`config.mk`:
```
export PLATFORM = sky130hd
export DESIGN_NAME = iqc_ctrl
export DESIGN_NICKNAME = d
export VERILOG_FILES = /design/src/rtl/core/iqc_pkg.sv /design/src/rtl/core/iqc_ctrl.sv
export SDC_FILE = /design/constraint.sdc
export NUM_CORES = 1
export LEC_CHECK = 0
export BUFFER_PORTS_ARGS = -buffer_cell sky130_fd_sc_hd__buf_2
export CAP_MARGIN = 20
export CORE_MARGIN = 2
export CORE_UTILIZATION = 40
export DETAILED_ROUTE_END_ITERATION = 8
export GPL_ROUTABILITY_DRIVEN = 1
export PLACE_DENSITY = 0.71
export SETUP_SLACK_MARGIN = 0.05
export SKIP_CTS_REPAIR_TIMING = 1
export SYNTH_ARGS = -nofsm -noshare
export SYNTH_HDL_FRONTEND = slang
export SYNTH_SLANG_ARGS = --single-unit
```
`constraint.sdc`:
```
create_clock -name aclk -period 5.7 [get_ports aclk]
set_input_delay 1.14 -clock aclk [delete_from_list [all_inputs] [get_ports aclk]]
set_output_delay 1.14 -clock aclk [all_outputs]
set_load 0.005 [all_outputs]
```
`src/rtl/core/iqc_pkg.sv`:
```
// ----------------------------------------------------------------------------
// iqc_pkg
// Shared constants, operation and status codes, and inter-module structs for
// the interrupt queue controller.
// ----------------------------------------------------------------------------
package iqc_pkg;

    // Queue and nesting limits
    localparam int QUEUE_DEPTH = 16;
    localparam int PTR_W       = $clog2(QUEUE_DEPTH);
    localparam int FILL_W      = 5;
    localparam int MAX_NEST    = 8;
    localparam int NEST_W      = 4;

    // Field widths
    localparam int OP_W   = 4;
    localparam int VEC_W  = 8;
    localparam int ADDR_W = 32;
    localparam int STAT_W = 3;

    // Handler table
    localparam int TBL_DEPTH = 256;

    // Item packing
    localparam int S_DATA_W = 48;
    localparam int M_DATA_W = 56;

    // Configuration port
    localparam int APB_AW = 3;
    localparam int APB_DW = 32;
    localparam logic [APB_AW-3:0] REG_NMI_VECTOR = '0;
    localparam logic [VEC_W-1:0]  NMI_RESET      = 8'd2;

    localparam logic [VEC_W-1:0] EMPTY_VECTOR = 8'hFF;

    // Operation codes
    localparam logic [OP_W-1:0] OP_RAISE   = 4'd0;
    localparam logic [OP_W-1:0] OP_TAKE    = 4'd1;
    localparam logic [OP_W-1:0] OP_CLEAR   = 4'd2;
    localparam logic [OP_W-1:0] OP_SET_HDL = 4'd3;
    localparam logic [OP_W-1:0] OP_RD_HDL  = 4'd4;
    localparam logic [OP_W-1:0] OP_ENTER   = 4'd5;
    localparam logic [OP_W-1:0] OP_EXIT    = 4'd6;
    localparam logic [OP_W-1:0] OP_ENABLE  = 4'd7;
    localparam logic [OP_W-1:0] OP_DISABLE = 4'd8;
    localparam logic [OP_W-1:0] OP_SRESET  = 4'd9;

    // Status codes
    localparam logic [STAT_W-1:0] ST_OK     = 3'd0;
    localparam logic [STAT_W-1:0] ST_FULL   = 3'd1;
    localparam logic [STAT_W-1:0] ST_MASKED = 3'd2;
    localparam logic [STAT_W-1:0] ST_OVER   = 3'd3;
    localparam logic [STAT_W-1:0] ST_UNDER  = 3'd4;

    // Memory commands issued by the controller
    typedef struct packed {
        logic             fifo_we;
        logic             fifo_re;
        logic [PTR_W-1:0] fifo_waddr;
        logic [PTR_W-1:0] fifo_raddr;
        logic             tbl_we;
        logic             tbl_re;
        logic             tbl_clear;
    } iqc_mem_cmd_t;

    // Per-item result fields known at issue time
    typedef struct packed {
        logic              take_hit;
        logic              take_empty;
        logic              rd_handler;
        logic              pending;
        logic [NEST_W-1:0] nest;
        logic [FILL_W-1:0] fill;
        logic [STAT_W-1:0] status;
    } iqc_res_t;

endpackage

```
`src/rtl/core/iqc_ctrl.sv`:
```
// ----------------------------------------------------------------------------
// iqc_ctrl
// Operation decode and scalar state: queue pointers, fill count, enable,
// nesting level. Issues memory commands and the early result fields.
// ----------------------------------------------------------------------------
module iqc_ctrl (
    input  logic                       aclk,
    input  logic                       aresetn,
    input  logic                       accept,
    input  logic [iqc_pkg::OP_W-1:0]   op,
    input  logic [iqc_pkg::VEC_W-1:0]  vector,
    input  logic [iqc_pkg::VEC_W-1:0]  nmi_vector,
    output iqc_pkg::iqc_mem_cmd_t      cmd,
    output iqc_pkg::iqc_res_t          res
);
    import iqc_pkg::*;

    localparam logic [PTR_W-1:0]  PTR_LAST = PTR_W'(QUEUE_DEPTH - 1);
    localparam logic [FILL_W-1:0] FILL_MAX = FILL_W'(QUEUE_DEPTH);
    localparam logic [NEST_W-1:0] NEST_MAX = NEST_W'(MAX_NEST);

    logic [PTR_W-1:0]  rp_reg, rp_next;
    logic [PTR_W-1:0]  wp_reg, wp_next;
    logic [FILL_W-1:0] fill_reg, fill_next;
    logic              en_reg, en_next;
    logic [NEST_W-1:0] nest_reg, nest_next;

    always_comb begin
        rp_next   = rp_reg;
        wp_next   = wp_reg;
        fill_next = fill_reg;
        en_next   = en_reg;
        nest_next = nest_reg;
        cmd       = '0;
        cmd.fifo_waddr = wp_reg;
        cmd.fifo_raddr = rp_reg;
        res       = '0;
        res.status = ST_OK;

        unique case (op)
            OP_RAISE: begin
                if (fill_reg == FILL_MAX) begin
                    res.status = ST_FULL;
                end else if (vector == nmi_vector || en_reg) begin
                    cmd.fifo_we = 1'b1;
                    wp_next     = (wp_reg == PTR_LAST) ? '0 : wp_reg + 1'b1;
                    fill_next   = fill_reg + 1'b1;
                end else begin
                    res.status = ST_MASKED;
                end
            end
            OP_TAKE: begin
                if (fill_reg == '0) begin
                    res.take_empty = 1'b1;
                end else begin
                    res.take_hit = 1'b1;
                    cmd.fifo_re  = 1'b1;
                    rp_next      = (rp_reg == PTR_LAST) ? '0 : rp_reg + 1'b1;
                    fill_next    = fill_reg - 1'b1;
                end
            end
            OP_CLEAR: begin
                rp_next   = '0;
                wp_next   = '0;
                fill_next = '0;
            end
            OP_SET_HDL: cmd.tbl_we = 1'b1;
            OP_RD_HDL: begin
                cmd.tbl_re     = 1'b1;
                res.rd_handler = 1'b1;
            end
            OP_ENTER: begin
                if (nest_reg < NEST_MAX) begin
                    nest_next = nest_reg + 1'b1;
                end else begin
                    res.status = ST_OVER;
                end
            end
            OP_EXIT: begin
                if (nest_reg != '0) begin
                    nest_next = nest_reg - 1'b1;
                end else begin
                    res.status = ST_UNDER;
                end
            end
            OP_ENABLE:  en_next = 1'b1;
            OP_DISABLE: en_next = 1'b0;
            OP_SRESET: begin
                en_next       = 1'b1;
                nest_next     = '0;
                rp_next       = '0;
                wp_next       = '0;
                fill_next     = '0;
                cmd.tbl_clear = 1'b1;
            end
            default: ;
        endcase

        // gate every side effect with the handshake
        if (!accept) begin
            cmd.fifo_we   = 1'b0;
            cmd.fifo_re   = 1'b0;
            cmd.tbl_we    = 1'b0;
            cmd.tbl_re    = 1'b0;
            cmd.tbl_clear = 1'b0;
        end

        res.fill    = fill_next;
        res.nest    = nest_next;
        res.pending = (fill_next != '0);
    end

    always_ff @(posedge aclk) begin
        if (!aresetn) begin
            rp_reg   <= '0;
            wp_reg   <= '0;
            fill_reg <= '0;
            en_reg   <= 1'b1;
            nest_reg <= '0;
        end else if (accept) begin
            rp_reg   <= rp_next;
            wp_reg   <= wp_next;
            fill_reg <= fill_next;
            en_reg   <= en_next;
            nest_reg <= nest_next;
        end
    end

endmodule

```
* Yosys cells after proc, flatten, opt, wreduce, memory -nomap -nowiden
Cells that the tools add are included.
W data, S select, Z words.
** Storage, ports and cells
- Input bits :: 23
- Flip-flop bits (word level) :: 18
** Cells by class
- Add/sub/neg operators :: 6
- Order comparisons :: 1
- Eq/ne operators :: 16
- Muxes and demuxes :: 32
- Reductions and logical operators :: 13
** Operators by type and width (count)
- $mux W4 :: 7
- $eq A4 B3 Y1 const B :: 4
- $eq A4 B4 Y1 const B :: 4
- $pmux W4 S2 :: 2
- $mux W5 :: 3
- $pmux W5 S3 :: 1
- $add A4 B1 Y4 const B :: 3
- $pmux W4 S3 :: 1
- $mux W2 :: 5
- $mux W1 :: 9
- $pmux W3 S3 :: 1
- $eq A4 B2 Y1 const B :: 2
- $eq A8 B8 Y1 :: 1
- $mux W3 :: 2
- $ne A2 B2 Y1 const B :: 3
- $reduce_bool A2 Y1 :: 3
- $add A5 B1 Y5 const B :: 1
- $eq A5 B5 Y1 const B :: 1
- $logic_not A5 Y1 :: 1
- $reduce_bool A5 Y1 :: 1
- $sub A5 B1 Y5 const B :: 1
- $eq A4 B1 Y1 const B :: 1
- $logic_not A4 Y1 :: 1
- $lt A4 B4 Y1 const B :: 1
- 8 further kinds :: 9

* Depth between registers and ports, before layout
Gate-level depths: netlist (run 1).
- Word-level depth :: 6
- Mapped depth :: 9
- Mapped depth without buffers :: 9

* Worst setup path before layout (run 1)
Ideal clock, no wire load.
- Path type :: in2out
- Start :: input op[0] in the netlist's numbering
- End :: output res[12] in the netlist's numbering
- Buffers on the path :: 0
- Data arrival time :: 2.788 ns
- Data required time :: 4.560 ns
- Stages :: 7
- Path slack :: 1.772 ns
- Cells stage by stage :: or2_1 > a21oi_4 > o21ai_0 > a22o_1 > a311oi_2 > inv_1 > or4_1
** RTL lines
- from (decl) :: RTL line iqc_ctrl.sv:10 : input logic [iqc_pkg::OP_W-1:0] op,
- to (decl) :: RTL line iqc_ctrl.sv:14 : output iqc_pkg::iqc_res_t res

==> results of run 1 <==
## layer usage
metal	GRT usage, %	wire, um	vias up
met1	25.2	2070	813
met4	3.70	19	0
met3	4.39	231	2
met2	27.1	1940	40
met5	0	0	-
li1	-	-	910
## per-stage QoR
stage	total power, mW	hold slack, ns	setup slack, ns	cells
finish	0.326	0.507	1.30	310
global route	0.344	0.528	1.16	310
CTS	0.328	0.513	1.32	309
detailed placement	0.220	0.496	1.33	305
global placement	0.219	0.486	1.36	305
floorplan	0.195	0.486	1.77	214
## worst max-delay path: stages
cell	delay, ns
buf_2	0.19
or2_1	0.29
a21oi_4	0.23
o21ai_0	0.13
a22o_1	0.26
a311oi_2	0.28
inv_1	0.08
or4_1	0.51
buf_2	0.14
## synth_stat cells, drive strengths merged, types with 2 or more instances
library cell	n
nor3b	3
mux2i	4
nor4b	3
a311oi	4
a21o	4
nand2	12
or3	3
xnor2	9
nor2	20
xor2	3
a31oi	7
inv	10
nor3	3
a21oi	13
or4	3
and3	3
or3b	2
nand3	15
a21boi	2
nor4	2
nand4bb	2
a41oi	3
nand4	3
or4b	3
a211oi	2
nor4bb	2
and4	3
ha	6
nand2b	4
buf	6
clkbuf	4
dfxtp	18
o21ai	13
o211ai	2
## final cells by class
class                           instances  area, um^2
Clock buffer                            4        55.1
Inverter                               10        37.5
Tap cell                               50        62.6
Sequential cell                        18         360
Timing Repair Buffer                   52         260
Fill cell                             428        2010
Multi-Input combinational cell        176        1240
## power groups by stage
| stage | sequential, mW | combinational [mW] | clock, mW |
|---|---|---|---|
| floorplan | 0.135 | 0.0599 | 0 |
| global placement | 0.138 | 0.0808 | 0 |
| detailed placement | 0.138 | 0.0819 | 0 |
| CTS | 0.136 | 0.0824 | 0.110 |
| global route | 0.136 | 0.0919 | 0.116 |
| finish | 0.136 | 0.0825 | 0.108 |
## how the worst max path moves through the flow
stage           from  endpoint  slack, ns
2_1_floorplan  op[0]   res[12]       1.77
6_report       op[0]   res[12]       1.30
5_1_grt        op[0]   res[12]       1.16
3_5_place_dp   op[0]   res[12]       1.33
3_3_place_gp   op[0]   res[12]       1.36
4_1_cts        op[0]   res[12]       1.32
## cell families (layout without fill, tap and decap cells)
group	count (synthesis)	in the layout	share of synthesized area, %
compound gates	62	62	27.4
xor+xnor	12	12	6.19
fa+ha+maj	6	6	4.42
buf+inv	20	66	5.67
flops	18	18	21.2
mux	5	5	3.02
simple gates	91	91	32.1
==> impl_metrics.json, run 1 <==
{
  "timing.fmax_mhz": 227,
  "min_from": "rp_reg[3]",
  "io_pins": 52,
  "syn-cell-area_um2": 1700,
  "hpwl_um": 3240,
  "antenna_found_initial": 0,
  "cts_num_sinks": 18,
  "n_antenna_cell": 0,
  "max_slew_margin_pct": 39.5,
  "drtPass1Iterations": 4,
  "rows": 23,
  "crit_path_start_kind": "input port",
  "grt_pass1_wl_um": 7250,
  "end_kind": "output pin",
  "critPathKind": "input port to output pin",
  "clkLatencyLatePin_ns": 0.26,
  "worstPathMaxFanout": 17,
  "drc": 0,
  "initial_core_util_pct": 42.1,
  "synth-edff-count": 0,
  "synthFlopType": "dfxtp_1",
  "peakVddDrop_v": 0.000154,
  "cts.reportedPaths.clkPinSlew_ns": 0.07,
  "yosys-top-cells-area": "dfxtp_1 (21%), xnor2_1 (4.6%), ha_1 (4.4%)",
  "r2r_cells": 7,
  "grt_overflow": 0,
  "synth_top_area_share_pct": 21.2,
  "drtIter0Drc": 70,
  "vias": 1765,
  "ys_seq_area_share_pct": 21.2,
  "yosys.area.top_type": "dfxtp_1",
  "synthDistinctLibCells": 67,
  "cts.path.max_buffers": 2,
  "post-route-period-util_pct": 77.2,
  "fin_area_um2": 2020,
  "finalSetupViolCount": 0,
  "drtAntennaViolNets": 0,
  "root_buffer": "clkbuf_8",
  "r2r_slack_ns": 3.31,
  "area_growth_pct": 18.8,
  "synth_cells": 214,
  "r2r_end": "wp_reg[3]",
  "syn_area_per_cell_um2": 7.93,
  "syn-num-nets": 243,
  "switching_power_mw": 0.0989,
  "hold_viol": 0,
  "vias_per_cell": 5.69,
  "comb_power_share_pct": 25.3,
  "clock-skew-final_ns": 0.00405,
  "powerDensity_nw_per_um2": 162,
  "seq_power_share_pct": 41.6,
  "final_max_slew_viol_count": 0,
  "arrival_ns": 3.26,
  "portBuffers": 51,
  "grt_usage_pct": 17.7,
  "min_to": "rp_reg[3]",
  "drive_gt1_share_pct": 29.6,
  "power.leakage_nw": 0.881,
  "finalCriticalPeriod_ns": 4.40,
  "cts_tree": "done",
  "ys_async_sr_fraction_pct": 0,
  "gp_congestion": 0.898,
  "die_area_um2": 4780,
  "pwr-share-clk_pct": 33.1,
  "ys_ff_latch": 18,
  "fin_setup_tns_ns": 0,
  "dpl-instance-area_um2": 1960,
  "swShare_pct": 30.3,
  "status": "finished clean",
  "die_w_um": 69.2,
  "die_y_um": 69.2,
  "required_ns": 4.56,
  "yosys_warnings": 0,
  "grt_pass1_vias": 1537,
  "nNetsFinal": 290,
  "drv_cap": 0,
  "grt_max_degree": 23,
  "coreArea_um2": 4030,
  "htreeDepth": 1,
  "whs_path_depth": 2,
  "layout_commonest_cell": "buf_2",
  "hold_path_class": "flop to flop",
  "numCtsBuffers": 3,
  "layout_common_cells": "buf_2 (51), nor2_1 (20), dfxtp_1 (18)",
  "post-route-util_pct": 50.1,
  "wl_um": 4250,
  "rsz0062_at_grt": "no",
  "routedWlPerCell_um": 13.7,
  "worstMarginPinSlew_ns": 0.895,
  "largest_register_ffs": 5,
  "r2r-start": "fill_reg[0]",
  "p_int_mw": 0.227
}
No activity file was read; power rests on OpenSTA's default activity.
==> run 2: changes to the inputs <==
ABC_AREA = 1   (was not set)
clock period = 4.4 ns   (was 5.7 ns; I/O delays follow)
==> impl_metrics.json, run 2 <==
{
  "ys_seq_area_share_pct": 21.3,
  "synth_common_cells": "nand2_1 (64), inv_1 (42), nand3_1 (22), nor2_1 (22), dfxtp_1 (18)",
  "fin_area_um2": 2030,
  "numCtsBuffers": 3,
  "seq_power_share_pct": 42.3,
  "root_buffer": "clkbuf_8",
  "path_cells": "buf_2 > xnor2_1 > nand2_1 > nor2_1 > nand2_1 > nand2_2 > nand2_1 > nand3_1 > nand3_1 > nor2_1 > nand3_1 > buf_2",
  "fillCellCount": 438,
  "yosys-top-cells-area": "dfxtp_1 (21%), nand2_1 (14%), inv_1 (9.3%)",
  "synth_cells": 270,
  "powerDensity_nw_per_um2": 210,
  "yosys.area.top_type": "dfxtp_1",
  "ys_ff_latch": 18,
  "n_antenna_cell": 0,
  "synthFlopType": "dfxtp_1",
  "drv_cap": 0,
  "cts.reportedPaths.clkPinSlew_ns": 0.07,
  "die_y_um": 69.0,
  "synth_top_area_share_pct": 21.3,
  "worstPathMaxFanout": 6,
  "hold_path_class": "flop to flop",
  "critPathKind": "input port to output pin",
  "p_int_mw": 0.284,
  "finalSetupViolCount": 0,
  "fin_setup_tns_ns": 0,
  "drtAntennaViolNets": 0,
  "portBuffers": 51,
  "vias_per_cell": 4.81,
  "yosys_warnings": 0,
  "grt_overflow": 0,
  "largest_register_ffs": 5,
  "htreeDepth": 1,
  "syn-cell-area_um2": 1690,
  "cp_top_family": "simple AND/OR/NAND/NOR gates",
  "layout_common_cells": "nand2_1 (64), buf_2 (51), inv_1 (42)",
  "cts_tree": "done",
  "peakVddDrop_v": 0.000154,
  "coreArea_um2": 4030,
  "dpl-instance-area_um2": 1980,
  "drtIter0Drc": 39,
  "hold_viol": 0,
  "multi_input_area_um2": 1110,
  "die_area_um2": 4760,
  "switching_power_mw": 0.142,
  "nNetsFinal": 351,
  "drive_gt1_share_pct": 28.7,
  "swShare_pct": 33.3,
  "syn-num-nets": 299,
  "grt_pass1_wl_um": 6350,
  "worst-path-buf-inv": 2,
  "clock-skew-final_ns": 0.00255,
  "cts.path.max_buffers": 2,
  "synthDistinctLibCells": 32,
  "initial_core_util_pct": 41.9,
  "rows": 23,
  "post-route-period-util_pct": 69.4,
  "finalCriticalPeriod_ns": 3.05,
  "syn_area_per_cell_um2": 6.26,
  "status": "finished clean",
  "worstMarginPinSlew_ns": 0.677,
  "arrival_ns": 2.17,
  "vias": 1781,
  "drtPass1Iterations": 4,
  "rsz0062_at_grt": "no",
  "grt_pass1_vias": 1548,
  "layout_commonest_cell": "nand2_1",
  "clkLatencyLatePin_ns": 0.25,
  "required_ns": 3.52,
  "pwr-share-clk_pct": 27.1,
  "final_max_slew_viol_count": 0,
  "hpwl_um": 3210,
  "synth-edff-count": 0,
  "comb_power_share_pct": 30.7,
  "cp_slowest_stage_delay_ns": 0.15,
  "timing.fmax_mhz": 328,
  "slowest_stage": "nand2_1",
  "io_pins": 52,
  "grt_max_degree": 22,
  "area_growth_pct": 19.9,
  "antenna_found_initial": 0,
  "routedWlPerCell_um": 10.5,
  "crit_path_start_kind": "input port",
  "whs_ns": 0.484,
  "drc": 0,
  "end_kind": "output pin",
  "power.leakage_nw": 1.16,
  "wl_um": 3890,
  "gp_congestion": 0.894,
  "grt_usage_pct": 17.5,
  "regArea_um2": 360,
  "setup_ws_ns": 1.35,
  "place_ws_ns": 1.36,
  "ys_async_sr_fraction_pct": 0,
  "max_slew_margin_pct": 54.8,
  "post-route-util_pct": 50.3,
  "cts_num_sinks": 18,
  "yosysMostFrequentCell": "nand2_1",
  "die_w_um": 69.0
}
-- run 2: layout make-up --
cell class                 count  area share (%)
clock buffer                   3            2.04
inverter                      53            9.88
multi-input combinational    195            54.6
sequential                    18            17.8
tap                           50            3.09
timing repair buffer          51            12.6
-- run 2: path summary, 6_finish.rpt --
| check | start | endpoint | slack (ns) | cells after the start |
|---|---|---|---|---|
| worst max-delay path | nmi_vector[1] | res[12] | 1.35 | 12 |
| worst min-delay path | wp_reg[3] | wp_reg[3] | 0.48 | 2 |
| worst max register to register | fill_reg[0] | rp_reg[2] | 2.72 | 10 |
| worst min register to register | wp_reg[3] | wp_reg[3] | 0.48 | 2 |
-- run 2: logic make-up (layout without fill, tap and decap cells) --
kind of cell             count (synthesis)  after routing  share of synthesized area [%]
AO/OA/AOI/OAI                           34             34                           11.7
XOR/XNOR                                14             14                           7.26
buffers and inverters                   57            107                           13.2
flip-flops                              18             18                           21.3
adder cells (fa/ha/maj)                  6              6                           4.44
AND/OR/NAND/NOR                        141            141                           42.1
-- run 2: routing by layer --
metal | track usage [%] | vias to the layer above | part of all wire (%)
met5 | 0 | - | 0
met4 | 3.43 | 0 | 0.62
met3 | 3.90 | 2 | 5.4
met2 | 32.2 | 42 | 50
met1 | 20.6 | 791 | 44
li1 | - | 946 | -
-- run 2: stage by stage --
| step | total power [mW] | instances |
|---|---|---|
| floorplan | 0.273 | 270 |
| global route | 0.456 | 370 |
| CTS | 0.432 | 370 |
| finish | 0.426 | 370 |
| detailed placement | 0.315 | 367 |
| global placement | 0.313 | 367 |
-- run 2: tightest hold or removal path: stages, from the launching register on --
cell and delay (ns):
dfxtp_1 0.32, nand2_1 0.07, a21oi_1 0.05
-- run 2: power groups by stage --
| stage | Combinational [mW] | Sequential (mW) | Clock (mW) |
|---|---|---|---|
| floorplan | 0.0922 | 0.181 | 0 |
| global placement | 0.129 | 0.184 | 0 |
| detailed placement | 0.131 | 0.184 | 0 |
| CTS | 0.132 | 0.180 | 0.120 |
| global route | 0.149 | 0.181 | 0.126 |
| finish | 0.131 | 0.180 | 0.115 |
