### config.mk
export PLATFORM = sky130hd
export DESIGN_NAME = iqc_fifo_mem
export DESIGN_NICKNAME = d
export VERILOG_FILES = /design/src/rtl/core/iqc_pkg.sv /design/src/rtl/core/iqc_fifo_mem.sv
export SDC_FILE = /design/constraint.sdc
export NUM_CORES = 1
export LEC_CHECK = 0
export ABC_AREA = 1
export CAP_MARGIN = 0
export CELL_PAD_IN_SITES_DETAIL_PLACEMENT = 0
export CELL_PAD_IN_SITES_GLOBAL_PLACEMENT = 1
export CORE_MARGIN = 5
export CORE_UTILIZATION = 50
export DETAILED_ROUTE_END_ITERATION = 8
export DONT_BUFFER_PORTS = 1
export PLACE_DENSITY_LB_ADDON = 0.1
export SLEW_MARGIN = 25
export SYNTH_ARGS = -nofsm -noshare
export SYNTH_HDL_FRONTEND = slang
export SYNTH_SLANG_ARGS = --single-unit
### constraint.sdc
create_clock -name aclk -period 1.1 [get_ports aclk]
set_input_delay 0.11 -clock aclk [delete_from_list [all_inputs] [get_ports aclk]]
set_output_delay 0.11 -clock aclk [all_outputs]
set_load 0.03 [all_outputs]
### src/rtl/core/iqc_pkg.sv
// ----------------------------------------------------------------------------
// iqc_pkg
// Shared constants, operation and status codes, and inter-module structs for
// the interrupt queue controller.
// ----------------------------------------------------------------------------
package iqc_pkg;

    // Queue and nesting limits
    localparam int QUEUE_DEPTH = 16;
    localparam int PTR_W       = $clog2(QUEUE_DEPTH);
    localparam int FILL_W      = 5;
    localparam int MAX_NEST    = 8;
    localparam int NEST_W      = 4;

    // Field widths
    localparam int OP_W   = 4;
    localparam int VEC_W  = 8;
    localparam int ADDR_W = 32;
    localparam int STAT_W = 3;

    // Handler table
    localparam int TBL_DEPTH = 256;

    // Item packing
    localparam int S_DATA_W = 48;
    localparam int M_DATA_W = 56;

    // Configuration port
    localparam int APB_AW = 3;
    localparam int APB_DW = 32;
    localparam logic [APB_AW-3:0] REG_NMI_VECTOR = '0;
    localparam logic [VEC_W-1:0]  NMI_RESET      = 8'd2;

    localparam logic [VEC_W-1:0] EMPTY_VECTOR = 8'hFF;

    // Operation codes
    localparam logic [OP_W-1:0] OP_RAISE   = 4'd0;
    localparam logic [OP_W-1:0] OP_TAKE    = 4'd1;
    localparam logic [OP_W-1:0] OP_CLEAR   = 4'd2;
    localparam logic [OP_W-1:0] OP_SET_HDL = 4'd3;
    localparam logic [OP_W-1:0] OP_RD_HDL  = 4'd4;
    localparam logic [OP_W-1:0] OP_ENTER   = 4'd5;
    localparam logic [OP_W-1:0] OP_EXIT    = 4'd6;
    localparam logic [OP_W-1:0] OP_ENABLE  = 4'd7;
    localparam logic [OP_W-1:0] OP_DISABLE = 4'd8;
    localparam logic [OP_W-1:0] OP_SRESET  = 4'd9;

    // Status codes
    localparam logic [STAT_W-1:0] ST_OK     = 3'd0;
    localparam logic [STAT_W-1:0] ST_FULL   = 3'd1;
    localparam logic [STAT_W-1:0] ST_MASKED = 3'd2;
    localparam logic [STAT_W-1:0] ST_OVER   = 3'd3;
    localparam logic [STAT_W-1:0] ST_UNDER  = 3'd4;

    // Memory commands issued by the controller
    typedef struct packed {
        logic             fifo_we;
        logic             fifo_re;
        logic [PTR_W-1:0] fifo_waddr;
        logic [PTR_W-1:0] fifo_raddr;
        logic             tbl_we;
        logic             tbl_re;
        logic             tbl_clear;
    } iqc_mem_cmd_t;

    // Per-item result fields known at issue time
    typedef struct packed {
        logic              take_hit;
        logic              take_empty;
        logic              rd_handler;
        logic              pending;
        logic [NEST_W-1:0] nest;
        logic [FILL_W-1:0] fill;
        logic [STAT_W-1:0] status;
    } iqc_res_t;

endpackage

### src/rtl/core/iqc_fifo_mem.sv
// ----------------------------------------------------------------------------
// iqc_fifo_mem
// Pending-vector store: one write port, one registered read port.
// ----------------------------------------------------------------------------
module iqc_fifo_mem (
    input  logic                       aclk,
    input  logic                       we,
    input  logic [iqc_pkg::PTR_W-1:0]  waddr,
    input  logic [iqc_pkg::VEC_W-1:0]  wdata,
    input  logic                       re,
    input  logic [iqc_pkg::PTR_W-1:0]  raddr,
    output logic [iqc_pkg::VEC_W-1:0]  rdata
);
    import iqc_pkg::*;

    logic [VEC_W-1:0] mem [QUEUE_DEPTH];
    logic [VEC_W-1:0] rdata_reg;

    always_ff @(posedge aclk) begin
        if (we) begin
            mem[waddr] <= wdata;
        end
    end

    always_ff @(posedge aclk) begin
        if (re) begin
            rdata_reg <= mem[raddr];
        end
    end

    assign rdata = rdata_reg;

endmodule

After elaboration in Yosys (flattened, before gate mapping)
Memory sizes are Yosys's and may differ from the RTL's. A register that Yosys moved wholly into a read port is not among the register bits.
Cells that the tools add are included.
Widths: inputs -> output; s select.
{ "word_totals": {"mem_bits_rw": 128, "regBits": 0, "latch_bits": 0, "in_bits": 19, "output_inout_bits": 8, "rom_bits": 0, "n_memories": 1} }
{ "mem_list": {"columns": ["name", "words", "word_bits", "rd", "rd_clocked_by_memory_dff", "wr", "line_no", "rtl"], "rows": [
  ["mem", 16, 8, 1, 1, 1, "iqc_fifo_mem.sv:16", "logic [VEC_W-1:0] mem [QUEUE_DEPTH];"]
]} }
{ "op_classes": {"n_mul": 0, "n_lt_le_gt_ge": 0, "n_eq_ne": 0, "bitwise_logic": 0, "n_div": 0, "n_reduce_logical": 0, "addsub": 0, "muxes": 2, "shift": 0} }
{ "ops": {"columns": ["operator", "n"], "rows": [
  ["$mux 1", 2]
]} }

Depth between registers and ports, before layout
Gate-level depths: netlist of the first run.
{ "logic_depth": {"ltp_word": 2, "ltp_mapped": 8} }

Worst setup path before layout of the first run
Ideal clock, no wire load.
{ "synth_timing": {"path_type": "in2reg", "from": "in waddr[3] (netlist bit)", "to": "mem mem[4][0], enable pin", "arrival_time_ns": 0.691, "required_time_ns": 0.730, "setup_slack_ns": 0.039, "stages": 2, "setup_time_ns": 0.370, "path_cell_list": "nand3b_1 -> nor2_1"} }
{ "synth_rtl": {"columns": ["item", "line_no", "rtl"], "rows": [
  ["start, declared", "iqc_fifo_mem.sv:8", "input logic [iqc_pkg::PTR_W-1:0] waddr,"],
  ["end, declared", "iqc_fifo_mem.sv:16", null]
]} }
No word-level cell before the write port.

Final worst setup path of the first run
{ "layout_timing": {"from": "in wdata[6] (netlist bit)", "to": "mem mem[2][6], data pin"} }
{ "layout_rtl": {"columns": ["item", "line_no", "rtl"], "rows": [
  ["start, declared", "iqc_fifo_mem.sv:9", "input logic [iqc_pkg::VEC_W-1:0] wdata,"]
]} }
No word-level cell before the write port.

==> impl_metrics.csv, run 1 <==
group,metric,value,unit
outcome,outcome,"complete, but fails checks",
outcome,violations,"hold timing",
clocking,cts_setup_buffers,0,
critical_path,crit_chain,"dlygate4sd3_1",
floorplanning,dieArea,14000,µm²
routing,drt_iter0_markers,246,
floorplanning,ios,27,
critical_path,crit_required,1.20,ns
cells_and_area,final_cell_mix,"nand2_1 (163), edfxtp_1 (136), inv_1 (95), nand3_1 (55), nand3_2 (41)",
cells_and_area,nFillCells,950,
sta,relSlewSlack,0.445,
floorplanning,rows,39,
cells_and_area,largest_register_ffs,128,
sta,fin_crit_sh,0.996,
critical_path,arrival,1.19,ns
sta,maxSlewViolCount,0,
yosys,synthSimpleGateAreaFrac,0.208,
grt,track_usage,0.201,
floorplanning,die_y,118,µm
critical_path,critical_path_class,"input pin to flop",
power_and_ir_drop,p_total,12600,µW
yosys,ys_ff_latch,136,
grt,grt_pass1_vias,3759,
flow_run,cap_violations,0,
routing,ant_nets,0,
sta,hold_viol_final,8,
critical_path,cp-end-kind,"flop",
critical_path,crit_path_start_kind,"input pin",
routing,routed_via_density,5.15,
grt,antenna_found_initial,4,
routing,post_drt_wl_per_cell,18.6,µm
critical_path,path_max_fanout,16,
critical_path,slowest_stage,"dlygate4sd3_1",
sta,rsz0062_at_grt,"yes",
clocking,cts_hold_buf,10,
grt,grt_max_degree,66,
clocking,cts_tree,"built",
yosys,synth_compound_area_frac,0,
yosys,synth_top_area_share,0.698,
placed_design,dpl.hpwl,8290,µm
grt,grt_pass1_wl,21300,µm
power_and_ir_drop,peakVddDrop,1.07,mV
clocking,ctsHtreeMaxLevel,4,
yosys,syn_area_per_cell,10.6,µm²
clocking,clk_root_buffer_cell,"clkbuf_16",
routing,drt_pass1_iterations,5,
critical_path,reg2reg_from,"mem[4][0]",
sta,setup_viol,0,
cells_and_area,fin_area,7020,µm²
yosys,synthXorXnorAreaFrac,0,
critical_path,cp_num_buf_inv,1,
routing,num_vias,3791,
yosys,yosys.area_share.adder,0,
yosys,ys_warn_count,0,
critical_path,ff2ff_path_depth,6,
critical_path,max_stage_delay,1.08,ns
placed_design,routabilityCongestion,0.786,
cells_and_area,final_common_cell,"nand2_1",
cells_and_area,drive_above_1_share,0.193,
sta,clock_skew,0.00551,ns
yosys,yosysSeqAreaShare,0.698,
critical_path,r2r_end,"rdata[0]",
yosys,syn-num-nets,570,
yosys,synth_top_family_by_area,"simple AND/OR/NAND/NOR gates",
hold_path,hold_depth,2,
yosys,synth.area.top_cells,"edfxtp_1 (70%), nand2_1 (11%), nand3_1 (8.3%), inv_1 (6.4%), buf_6 (1.2%)",
clocking,cts.sinks,136,
sta,worstMarginPinSlew,0.829,ns
yosys,syn-cell-area,5850,µm²
cells_and_area,areaGrowthSynthToFinish,20.1,%
routing,route.detailed.drc,0,
critical_path,critical-path-top-delay-family,"buffers and inverters",
sta,fmax,913,MHz
yosys,synth.distinct_cells,11,
floorplanning,start_util,0.512,
critical_path,reg2reg_slack,0.02,ns
clocking,clockBufferDepth,2,
cells_and_area,layout.nets,598,
sta,period_minus_slack,1.10,ns
yosys,yosysTopAreaCell,"edfxtp_1",
floorplanning,die_width,118,µm
clocking,numCtsBuffers,17,
hold_path,holdPathEnd,"rdata[2]",
routing,wirelength,13700,µm
yosys,synth_mux_area_frac,0,
hold_path,hold_path_startpoint,"raddr[3]",
placed_design,portBuffers,0,
power_and_ir_drop,pwr_density_cell,1790,nW/µm²
sta,holdWs,-0.0884,ns
hold_path,hp-class,"input pin to flop",
clocking,clk_pin_slew,0.06,ns
grt,gr-total-overflow,0,
floorplanning,coreArea,11400,µm²
power_and_ir_drop,power.static_leakage,0.00299,µW
clocking,clock_latency,0.41,ns
placed_design,placed_area,6040,µm²
sta,setup_tns,0,ns
yosys,synthCells,551,
cells_and_area,fin_util,0.615,
[metal layers]
metal	routed length [µm]	GRT usage
met3	693	0.0521
met1	6560	0.290
met4	240	0.0681
met5	34	0
met2	6190	0.298
[synth_stat cells]
cell type	count
buf_1	1
nor2_1	17
nand3_1	97
buf_2	13
buf_6	6
edfxtp_1	136
inv_1	100
buf_4	4
inv_2	2
nand3b_1	2
nand2_1	173
[per-stage QoR]
stage,std cells,worst slack [ns]
3_5_place_dp,693,-0.105
4_1_cts,735,-0.00443
3_3_place_gp,693,-0.0899
2_1_floorplan,551,0.0392
5_1_grt,735,-0.0421
6_report,736,0.00446
[repair_timing]
action | CTS | global route
pin swaps | 0 | 20
hold endpoints to repair | 144 | 8
resized for setup | 3 | 56
endpoints found under the setup margin | 3 | 26
[report_power, final]
group,switching [µW],total [µW],internal [µW]
clock,2180,5980,3800
sequential,90.5,5930,5840
combinational,439,662,224
[area by class of cell]
| cell class | count | area (µm²) | share of cell area |
|---|---|---|---|
| timing repair buffer | 33 | 288 | 0.0410 |
| antenna | 1 | 2.50 | 0.000356 |
| clock inverter | 15 | 203 | 0.0289 |
| sequential | 136 | 4080 | 0.582 |
| clock buffer | 17 | 425 | 0.0606 |
| multi-input combinational | 289 | 1460 | 0.207 |
| inverter | 102 | 383 | 0.0545 |
| tap | 143 | 179 | 0.0255 |
[worst register-to-register path, delay by kind of cell (launching register included)]
kind | cells | cell delay (ns)
buffers and inverters | 1 | 0.07
DFF | 1 | 0.38
and+or+nand+nor | 5 | 0.38
[worst max-delay path by stage]
stage	endpoint	start	slack, ns	cells after the start
after global routing	rdata[5]	mem[4][5]	-0.04	6
after global placement	rdata[6]	raddr[0]	-0.09	7
final	mem[2][6]	wdata[6]	0.004	1
after detailed placement	rdata[1]	raddr[1]	-0.10	5
after floorplan	mem[4][0]	waddr[3]	0.04	2
after CTS	rdata[1]	mem[11][1]	-0.004	6
[kinds of logic after synthesis]
| group | after synthesis |
|---|---|
| buffers and inverters | 126 |
| flip-flops | 136 |
| AND/OR/NAND/NOR | 289 |
(Power assumes the default switching activity.)
==> run 2, diff against run 1 <==
--- a/config.mk
+++ b/config.mk
@@ -13,7 +13,7 @@
 export CORE_UTILIZATION = 50
 export DETAILED_ROUTE_END_ITERATION = 8
 export DONT_BUFFER_PORTS = 1
-export PLACE_DENSITY_LB_ADDON = 0.1
+export PLACE_DENSITY = 0.82
 export SLEW_MARGIN = 25
 export SYNTH_ARGS = -nofsm -noshare
 export SYNTH_HDL_FRONTEND = slang
==> impl_metrics.csv, run 2 (synthesis results as in run 1) <==
group,metric,value,unit
outcome,outcome,"complete, but fails checks",
outcome,violations,"setup timing",
floorplanning,ios,27,
cells_and_area,largest_register_ffs,128,
critical_path,reg2reg_slack,-0.01,ns
routing,post_drt_wl_per_cell,17.5,µm
critical_path,reg2reg_from,"mem[8][6]",
power_and_ir_drop,pwr_density_cell,1660,nW/µm²
routing,routed_via_density,5.20,
cells_and_area,final_cell_mix,"nand2_1 (168), edfxtp_1 (136), inv_1 (100), nand3_1 (79), buf_4 (22)",
hold_path,hold_path_startpoint,"raddr[2]",
clocking,cts.sinks,136,
placed_design,routabilityCongestion,0.805,
power_and_ir_drop,power.static_leakage,0.00289,µW
grt,gr-total-overflow,0,
placed_design,pre_cts_slack,-0.0683,ns
clocking,cts_tree,"built",
routing,num_vias,3822,
grt,grt_max_degree,66,
critical_path,arrival,1.28,ns
floorplanning,coreArea,11400,µm²
clocking,clk_pin_slew,0.05,ns
sta,finalWorstSetupSlack,-0.0105,ns
critical_path,critical_path_class,"flop to flop",
sta,relSlewSlack,0.510,
critical_path,crit_path_start_kind,"flop",
sta,rsz0062_at_grt,"yes",
sta,setup_viol,1,
hold_path,hp-class,"input pin to flop",
sta,setup_tns,-0.0105,ns
placed_design,placed_area,6080,µm²
clocking,ctsHtreeMaxLevel,4,
sta,clock_skew,0.00743,ns
hold_path,hold_depth,3,
critical_path,path_max_fanout,1,
cells_and_area,final_common_cell,"nand2_1",
sta,maxSlewViolCount,0,
placed_design,portBuffers,0,
placed_design,dpl.hpwl,7750,µm
grt,antenna_found_initial,1,
critical_path,crit_required,1.27,ns
floorplanning,start_util,0.512,
sta,hold_viol_final,0,
critical_path,cp-end-kind,"flop",
floorplanning,rows,39,
routing,wirelength,12900,µm
routing,route.detailed.drc,0,
floorplanning,die_width,118,µm
routing,drt_pass1_iterations,5,
floorplanning,dieArea,14000,µm²
flow_run,cap_violations,0,
grt,grt_pass1_vias,3714,
clocking,clk_root_buffer_cell,"clkbuf_16",
routing,drt_iter0_markers,427,
cells_and_area,layout.nets,601,
power_and_ir_drop,p_total,11200,µW
cells_and_area,areaGrowthSynthToFinish,16.0,%
routing,ant_nets,0,
power_and_ir_drop,peakVddDrop,1.17,mV
clocking,clock_latency,0.42,ns
hold_path,holdPathEnd,"rdata[5]",
cells_and_area,fin_area,6780,µm²
cells_and_area,drive_above_1_share,0.122,
sta,fin_crit_sh,1.01,
sta,fmax,901,MHz
clocking,numCtsBuffers,17,
critical_path,ff2ff_path_depth,6,
placed_design,dp_cells,695,
floorplanning,die_y,118,µm
clocking,cts_setup_buffers,0,
grt,grt_pass1_wl,20000,µm
sta,period_minus_slack,1.11,ns
clocking,clockBufferDepth,2,
sta,worstMarginPinSlew,0.733,ns
cells_and_area,stdcell_count,735,
critical_path,r2r_end,"rdata[6]",
grt,track_usage,0.192,
## run 2: changes by cell type in the layout (fill, tap and decap cells not counted), moves of 3 or more
cell | previous run | this run
bufinv_16 | 4 | 0
clkbuf_1 | 0 | 3
clkinv_1 | 0 | 3
clkinv_4 | 5 | 0
inv_1 | 95 | 100
inv_2 | 7 | 2
nand2_1 | 163 | 168
nand2_2 | 10 | 5
nand3_1 | 55 | 79
nand3_2 | 41 | 17
## run 2: area by class of cell
type                            count  area, µm²
Clock inverter                      8       36.3
Multi-Input combinational cell    289       1320
Timing Repair Buffer               36        335
Inverter                          102        383
Tap cell                          143        179
Sequential cell                   136       4080
Antenna cell                        1       2.50
Fill cell                         926       4640
Clock buffer                       20        437
## run 2: routing by layer
| layer | track usage | wire length, µm | up-vias |
|---|---|---|---|
| li1 | - | - | 1845 |
| met3 | 0.0535 | 1020 | 34 |
| met5 | 0 | 0 | - |
| met1 | 0.240 | 5210 | 1799 |
| met4 | 0.0846 | 364 | 0 |
| met2 | 0.314 | 6280 | 144 |
## run 2: how the worst max path moves through the flow
| stage | cells past startpoint | endpoint | from |
|---|---|---|---|
| final | 6 | rdata[6] | mem[8][6] |
| after global routing | 6 | rdata[6] | mem[1][6] |
| after CTS | 6 | rdata[7] | mem[5][7] |
| after detailed placement | 7 | rdata[4] | raddr[0] |
| after global placement | 7 | rdata[3] | raddr[0] |
| after floorplan | 2 | mem[4][0] | waddr[3] |
## run 2: through the flow
| step | hold WS [ns] | utilization |
|---|---|---|
| after floorplan | 0.209 | - |
| after global placement | 0.210 | 0.533 |
| after detailed placement | 0.210 | 0.533 |
| after CTS | 0.0112 | 0.587 |
| after global routing | 0.0297 | 0.594 |
| final | 0.0221 | 0.594 |
## run 2: power breakdown
part           internal (µW)  leakage (µW)  total [µW]  switching (µW)
sequential              5850       0.00124        5930            82.0
clock                   2770      0.000237        4640            1870
combinational            227       0.00142         654             427
## run 2: critical path, stage by stage, from the launching register on
cell and delay (ns):
edfxtp_1 0.36, inv_1 0.07, nand2_1 0.06, nand3_1 0.08, nand3_1 0.12, nand3_1 0.13, nand2_2 0.05
## run 2: repair_timing
item / 4_1_cts / 5_1_grt
setup endpoints to repair: 5 / 8
hold buffers: 11 / 0
pin swaps: 1 / 16
resized for setup: 7 / 17
endpoints found under the hold margin: 144 / 0
==> run 3, diff against run 2 <==
--- a/config.mk
+++ b/config.mk
@@ -14,6 +14,7 @@
 export DETAILED_ROUTE_END_ITERATION = 8
 export DONT_BUFFER_PORTS = 1
 export PLACE_DENSITY = 0.82
+export REMOVE_ABC_BUFFERS = 1
 export SLEW_MARGIN = 25
 export SYNTH_ARGS = -nofsm -noshare
 export SYNTH_HDL_FRONTEND = slang
==> impl_metrics.csv, run 3 (synthesis results as in run 1) <==
group,metric,value,unit
sta,hold_viol_final,0,
clocking,numCtsBuffers,17,
clocking,clk_pin_slew,0.05,ns
routing,wirelength,12900,µm
sta,fin_crit_sh,1.01,
grt,grt_pass1_wl,20300,µm
floorplanning,coreArea,11400,µm²
floorplanning,rows,39,
cells_and_area,num_antenna_cells,0,
placed_design,routabilityCongestion,0.793,
critical_path,cp-end-kind,"primary output",
routing,num_vias,3805,
floorplanning,ios,27,
critical_path,critical_path_class,"flop to primary output",
sta,rsz0062_at_grt,"yes",
critical_path,crit_required,0.99,ns
cells_and_area,drive_above_1_share,0.110,
cells_and_area,nFillCells,945,
grt,grt_max_degree,66,
routing,drt_pass1_iterations,5,
cells_and_area,final_common_cell,"nand2_1",
cells_and_area,areaGrowthSynthToFinish,17.2,%
grt,antenna_found_initial,0,
placed_design,dpl.hpwl,7880,µm
clocking,clk_root_buffer_cell,"clkbuf_16",
sta,setup_viol,1,
power_and_ir_drop,pwr_density_cell,1810,nW/µm²
cells_and_area,final_cell_mix,"nand2_1 (173), edfxtp_1 (136), inv_1 (100), nand3_1 (85), buf_4 (19)",
hold_path,hp-class,"input pin to flop",
critical_path,arrival,1.00,ns
sta,holdWs,0.00884,ns
routing,drt_iter0_markers,329,
clocking,clockBufferDepth,2,
clocking,cts_setup_buffers,0,
cells_and_area,regArea,4080,µm²
sta,finalWorstSetupSlack,-0.0143,ns
grt,track_usage,0.190,
clocking,cts.sinks,136,
floorplanning,dieArea,14000,µm²
sta,clock_skew,0.00892,ns
sta,fmax,897,MHz
routing,post_drt_wl_per_cell,17.6,µm
power_and_ir_drop,peakVddDrop,0.941,mV
sta,relSlewSlack,0.571,
outcome,violations,"setup timing",
placed_design,portBuffers,0,
critical_path,crit_path_start_kind,"flop",
sta,period_minus_slack,1.11,ns
grt,grt_pass1_vias,3702,
clocking,ctsHtreeMaxLevel,4,
routing,ant_nets,0,
cells_and_area,largest_register_ffs,128,
sta,worstMarginPinSlew,0.642,ns
cells_and_area,multi_input_area,1270,µm²
outcome,outcome,"complete, but fails checks",
power_and_ir_drop,power.static_leakage,0.00291,µW
floorplanning,start_util,0.512,
power_and_ir_drop,p_total,12400,µW
critical_path,path_max_fanout,1,
cells_and_area,layout.nets,599,
routing,routed_via_density,5.17,
clocking,cts_tree,"built",
floorplanning,die_width,118,µm
floorplanning,die_y,118,µm
clocking,clock_latency,0.41,ns
grt,gr-total-overflow,0,
sta,maxSlewViolCount,0,
flow_run,cap_violations,0,
routing,route.detailed.drc,0,
## run 3: changes by cell type in the layout (fill, tap and decap cells not counted)
cell / delta
dlygate4sd3_1: +1
diode_2: -1
nand3_4: -1
clkinv_2: -2
nand2_2: -5
buf_4: -3
nand3_1: +6
clkbuf_1: -3
nand2_1: +5
nand3_2: -5
clkinvlp_4: +5
bufinv_16: +4
## run 3: metrics by stage
stage | instance area (µm²) | TNS (ns) | util | setup WS [ns] | cells
2_1_floorplan | 5680 | -0.989 | - | -0.131 | 527
3_3_place_gp | 6060 | -0.206 | 0.531 | -0.0469 | 692
3_5_place_dp | 6060 | -0.263 | 0.531 | -0.0686 | 692
4_1_cts | 6790 | -0.0299 | 0.594 | -0.0297 | 735
5_1_grt | 6850 | -0.268 | 0.600 | -0.0484 | 736
6_report | 6850 | -0.0143 | 0.600 | -0.0143 | 736
## run 3: path summary, 6_finish.rpt
path                   from       end  slack, ns  cells after the start
setup / recovery   rdata[4]  rdata[4]      -0.01                      0
hold reg to reg   mem[2][0]  rdata[0]       0.75                      6
setup reg to reg  mem[6][4]  rdata[4]       0.01                      6
hold / removal     raddr[2]  rdata[3]      0.009                      3
## run 3: report_power, final
group          switching (µW)  total (µW)  internal [µW]
Clock                    2090        5840           3750
Sequential               91.4        5940           5840
Combinational             394         607            213
Total                    2580       12400           9810
## run 3: timing repair
item | in CTS | in global routing
endpoints found under the setup margin | 3 | 11
endpoints found under the hold margin | 144 | 1
hold buffers | 11 | 1
gates cloned | 0 | 0
resized for setup | 1 | 11
pin swaps | 0 | 25
## run 3: metal layers
layer,vias up,global-route usage,part of all wire
met5,-,0,0
met4,0,0.0595,0.012
met3,12,0.0435,0.065
met2,138,0.309,0.50
met1,1820,0.254,0.42
li1,1835,-,-
## run 3: layout make-up
cell class | instances | area share
Timing Repair Buffer | 34 | 0.0471
Sequential cell | 136 | 0.596
Multi-Input combinational cell | 289 | 0.186
Inverter | 102 | 0.0559
Clock inverter | 15 | 0.0268
Tap cell | 143 | 0.0261
Clock buffer | 17 | 0.0621
